**src/hdl/svm_pkg.sv**
```systemverilog
// svm_pkg: opcodes, status codes, sequencer states, divider request/response types
// and defaults of the stack VM execute unit. No dependencies.
package svm_pkg;
	localparam int unsigned MemWordsDefault  = 8192;
	localparam int unsigned ProgWordsDefault = 65536;

	typedef enum logic [7:0] {
		OP_LEA = 8'd0, OP_IMM = 8'd1, OP_JMP = 8'd2, OP_JSR = 8'd3, OP_BZ = 8'd4,
		OP_BNZ = 8'd5, OP_ENT = 8'd6, OP_ADJ = 8'd7, OP_LEV = 8'd8, OP_LI = 8'd9,
		OP_LC = 8'd10, OP_SI = 8'd11, OP_SC = 8'd12, OP_PSH = 8'd13, OP_OR = 8'd14,
		OP_XOR = 8'd15, OP_AND = 8'd16, OP_EQ = 8'd17, OP_NE = 8'd18, OP_LT = 8'd19,
		OP_GT = 8'd20, OP_LE = 8'd21, OP_GE = 8'd22, OP_SHL = 8'd23, OP_SHR = 8'd24,
		OP_ADD = 8'd25, OP_SUB = 8'd26, OP_MUL = 8'd27, OP_DIV = 8'd28, OP_MOD = 8'd29,
		OP_OPEN = 8'd30, OP_MCMP = 8'd36, OP_EXIT = 8'd37
	} opcode_t;

	typedef enum logic [2:0] {
		ST_RUN = 3'd0, ST_EXITED = 3'd1, ST_BAD_OP = 3'd2, ST_LIB = 3'd3,
		ST_DIV0 = 3'd4, ST_ADDR = 3'd5
	} status_t;

	typedef enum logic [3:0] {
		S_IDLE, S_RD1, S_RD2, S_EXEC, S_MUL_LO, S_MUL_HI, S_DIV, S_DIV_END, S_WR_DONE, S_OUT
	} seq_state_t;

	typedef struct packed {
		logic start;
		logic [63:0] dividend;
		logic [63:0] divisor;
	} div_req_t;

	typedef struct packed {
		logic busy;
		logic done;
		logic [63:0] quot;
		logic [63:0] rem;
	} div_rsp_t;
endpackage

```
**src/hdl/svm_div.sv**
```systemverilog
// svm_div: unsigned 64-bit restoring divider, one quotient bit a cycle.
// Depends on svm_pkg.
module svm_div (
	input  logic clk,
	input  logic arst_n,
	input  svm_pkg::div_req_t req,
	output svm_pkg::div_rsp_t rsp
);
	import svm_pkg::*;
	logic [63:0] q_q, r_q, d_q;
	logic [6:0]  cnt_q;
	logic        busy_q, done_q;
	logic [64:0] trial;

	assign trial = {r_q, q_q[63]} - {1'b0, d_q};

	always_ff @(posedge clk or negedge arst_n) begin
		if (!arst_n) begin
			busy_q <= 1'b0;
			done_q <= 1'b0;
			cnt_q  <= '0;
		end else begin
			done_q <= 1'b0;
			if (req.start) begin
				busy_q <= 1'b1;
				cnt_q  <= 7'd64;
			end else if (busy_q) begin
				cnt_q <= cnt_q - 7'd1;
				if (cnt_q == 7'd1) begin
					busy_q <= 1'b0;
					done_q <= 1'b1;
				end
			end
		end
	end

	always_ff @(posedge clk) begin
		if (req.start) begin
			q_q <= req.dividend;
			r_q <= '0;
			d_q <= req.divisor;
		end else if (busy_q) begin
			if (!trial[64]) begin
				r_q <= trial[63:0];
				q_q <= {q_q[62:0], 1'b1};
			end else begin
				r_q <= {r_q[62:0], q_q[63]};
				q_q <= {q_q[62:0], 1'b0};
			end
		end
	end

	assign rsp.busy = busy_q;
	assign rsp.done = done_q;
	assign rsp.quot = q_q;
	assign rsp.rem  = r_q;
endmodule

```
**config.mk**
```make
export PLATFORM = sky130hd
export DESIGN_NAME = svm_div
export DESIGN_NICKNAME = d
export VERILOG_FILES = /design/src/hdl/svm_pkg.sv /design/src/hdl/svm_div.sv
export SDC_FILE = /design/constraint.sdc
export NUM_CORES = 1
export LEC_CHECK = 0
export BUFFER_PORTS_ARGS = -buffer_cell sky130_fd_sc_hd__buf_2
export CORE_MARGIN = 2
export CORE_UTILIZATION = 25
export CTS_CLUSTER_DIAMETER = 200
export CTS_CLUSTER_SIZE = 30
export DETAILED_ROUTE_END_ITERATION = 8
export PLACE_DENSITY = 0.51
export REMOVE_ABC_BUFFERS = 1
export SETUP_SLACK_MARGIN = 0.15
export SLEW_MARGIN = 10
export SYNTH_ARGS = -nofsm -noshare
export SYNTH_HDL_FRONTEND = slang
export SYNTH_SLANG_ARGS = --single-unit
```
**constraint.sdc**
```tcl
create_clock -name clk -period 4.06 [get_ports clk]
set_input_delay 0.609 -clock clk [delete_from_list [all_inputs] [get_ports clk]]
set_output_delay 0.609 -clock clk [all_outputs]
set_load 0.1 [all_outputs]
```
==> metrics.md <==
| Metric | Value |
|---|---|
| Status | completed |
| Fill count | 4902 |
| Area share of the largest cell type after synthesis | 33.0% |
| Flip-flop and latch area | 5350 µm² |
| Combinational Power Share | 63.1% |
| Multi-input gate area in the final layout | 5770 µm² |
| Min-Delay Path Class | primary input to register |
| GP Congestion | 0.878 |
| Routed Antenna Nets | 0 |
| Total grt overflow | 0 |
| Fraction of layout cells with a size suffix above 1 | 26.6% |
| Synth area leaders | edfxtp_1 33%, dfxtp_1 11%, ha_1 7.1%, mux2_2 6.1%, a21oi_1 4.9% |
| H-tree levels | 1 |
| Tcrit/Tclk final | 92.1% |
| Commonest cells in the netlist | 128 x edfxtp_1, 128 x nor2_1, 113 x a21oi_1 |
| Clock power share | 10.3% |
| Longest Clk Path Bufs | 3 |
| Initial DRC count | 468 |
| Die Area | 48400 µm² |
| Crit end category | register |
| Post-DP HPWL | 27.6 mm |
| Post-synth EDFFs | 128 |
| Post-synthesis cell area | 11700 µm² |
| Area Growth Syn to Fin | 20.9% |
| Final Hold Viols | 0 |
| Area leader, netlist | edfxtp_1 |
| Setup Skew | 0.0263 ns |
| Sequential group share of total power | 26.6% |
| Seq/Total Area, Yosys | 45.9% |
| Synth Instances | 1188 |
| Max_slew headroom | 38.4% |
| Yosys reg bits | 201 |
| Tot GR Track Use | 14.6% |
| VDD IR max | 0.353 mV |
| Switching power | 6.46 mW |
| Vias per cell | 4.72 |
| Synth cell types | 71 |
| First-pass GRT wire length | 55.3 mm |
| DR pass1 iterations | 5 |
| Sw Share | 55.3% |
| Worst Setup Start Kind | register |
| # DRC | 0 |
| Site Rows | 79 |
| Lkg Pwr | 6.05 nW |
| Slew Limit Fails | 0 |
| Avg Cell Area, Syn | 9.81 µm² |
| Drt total wl | 35.8 mm |
| Number of max-cap violations | 0 |
| Worst-margin pin slew | 0.922 ns |
| Core ar. | 46300 µm² |
| FMAX | 267 MHz |
| Largest net degree at the start of global routing | 72 |
| Overall power | 11.7 mW |
| Initial antenna violation count | 5 |
| Clk slew on worst S/H paths | 0.13 ns |
| Vias in the first global route | 9692 |
| Die Ht | 220 µm |
| Synth Flop Type | edfxtp_1 |
| # setup viols final | 0 |
| Internal power | 5.22 mW |
| Asr flop ratio synth | 4.48% |
| DR vias | 9614 |
| Critical Path Fanout Max | 5 |
| Die width | 220 µm |
| Final min period | 3.74 ns |
| I/O pin count | 261 |
| Initial Util | 25.2% |
| Final #Nets | 1624 |
| CTS tree | yes |
| Crit Path Category | register to register |
| Clock buffer count from CTS | 10 |
| Required time of the critical path | 4.43 ns |
| PortBufs | 260 |
| WHS | 0.278 ns |
| Root Buffer | clkbuf_16 |
| Worst-skew pair later-pin latency | 0.50 ns |
| Warnings, synthesis | 0 |
| PD cells | 829 nW/µm² |
| Clk sink count | 201 |
| Crit path DAT | 4.11 ns |
| Routed len/inst | 17.6 µm |
| RSZ-0062 raised after global routing | no |
cell families after synthesis:
group | Yosys count | share of synthesized area (%)
buffers and inverters | 141 | 4.90
adder cells (fa/ha/maj) | 67 | 7.26
XOR/XNOR | 62 | 4.66
AND/OR/NAND/NOR | 317 | 12.3
flip-flops | 201 | 45.9
multiplexers | 88 | 8.26
AO/OA/AOI/OAI | 312 | 16.7
cells in the final DEF, fill, tap and decap left out, types with 4 or more instances in the layout:
| cell | count |
|---|---|
| buf_2 | 259 |
| edfxtp_1 | 128 |
| nor2_1 | 127 |
| a21oi_1 | 112 |
| nand2_1 | 86 |
| inv_1 | 78 |
| ha_1 | 65 |
| dfxtp_1 | 64 |
| mux2_2 | 63 |
| o21ai_0 | 62 |
| a211oi_1 | 41 |
| xor2_1 | 35 |
| xnor2_1 | 27 |
| mux2i_1 | 23 |
| buf_4 | 21 |
| a21o_1 | 20 |
| nand4_1 | 18 |
| nand2b_1 | 17 |
| nand3_1 | 12 |
| nor3_1 | 12 |
| nor2b_1 | 11 |
| clkbuf_16 | 11 |
| o21a_1 | 9 |
| dfrtp_1 | 8 |
| a31oi_1 | 7 |
| o21bai_1 | 7 |
| and3_1 | 6 |
| o31ai_1 | 6 |
| or3_1 | 6 |
| buf_12 | 6 |
| a32oi_1 | 5 |
| a21boi_0 | 4 |
| o211ai_1 | 4 |
| o21ai_1 | 4 |
| clkbuf_1 | 4 |
power groups by stage:
stage,Clock [mW],Combinational (mW),Sequential [mW]
floorplan,0,2.97,5.75
global placement,0,7.33,3.16
detailed placement,0,7.34,3.16
CTS,1.28,7.37,3.12
global route,1.33,7.92,3.19
finish,1.21,7.37,3.11
worst paths after layout:
check	start	endpoint	slack (ns)	cells after the start
worst max-delay path	q_q[63]	r_q[39]	0.32	15
worst min-delay path	req[63]	d_q[63]	0.28	1
worst max register to register	q_q[63]	r_q[39]	0.32	15
worst min register to register	r_q[62]	r_q[62]	0.50	2
max in group asynchronous	arst_n	busy_q	3.38	2
min in group asynchronous	arst_n	cnt_q[3]	0.48	2
per-layer routing:
| layer | up-vias | wire [µm] | GRT usage [%] |
|---|---|---|---|
| li1 | 4761 | - | - |
| met1 | 4528 | 15900 | 18.8 |
| met2 | 278 | 16600 | 24.3 |
| met3 | 39 | 2540 | 3.84 |
| met4 | 8 | 727 | 3.36 |
| met5 | - | 55 | 0 |
flip-flops by register name, indices dropped and copies added, names as in the netlist:
register  flops
busy_q        1
r_q          64
done_q        1
cnt_q         7
d_q          64
q_q          64
final cells by class:
cell class	instances	area share [%]
multi-input combinational	846	41.0
sequential	201	38.0
timing repair buffer	288	11.3
tap	607	5.39
inverter	79	2.11
clock buffer	15	2.06
clock inverter	1	0.0800
antenna	2	0.0355
timing repair:
action	in CTS	in global routing
resized for setup	2	6
pin swaps	1	4
setup buffers	1	1
endpoints found under the setup margin	17	39
endpoints found under the hold margin	9	0
hold buffers	1	0
per-stage QoR:
step	setup TNS (ns)	instance area [µm²]	setup WS, ns	instances	utilization (%)
after floorplan	-105.05	11400	-0.991	1126	-
after global routing	0	14100	0.166	2037	30.4
after detailed placement	0	13700	0.0425	2018	29.7
after CTS	0	14000	0.171	2036	30.4
after global placement	0	13700	0.0995	2018	29.7
final	0	14100	0.321	2039	30.4
worst max-delay path: stages, from the launching register on:
cell and delay, ns:
edfxtp_1 0.37, inv_1 0.05, ha_1 0.22, fa_2 0.36, nand2b_4 0.16, a21oi_2 0.16
o41a_1 0.27, a41oi_2 0.17, or3_4 0.39, and2_4 0.19, or3_1 0.40, and3_4 0.21
buf_4 0.16, mux2_1 0.31, mux2i_1 0.13, nor2_1 0.06
Power figures use the tool's default switching activity.
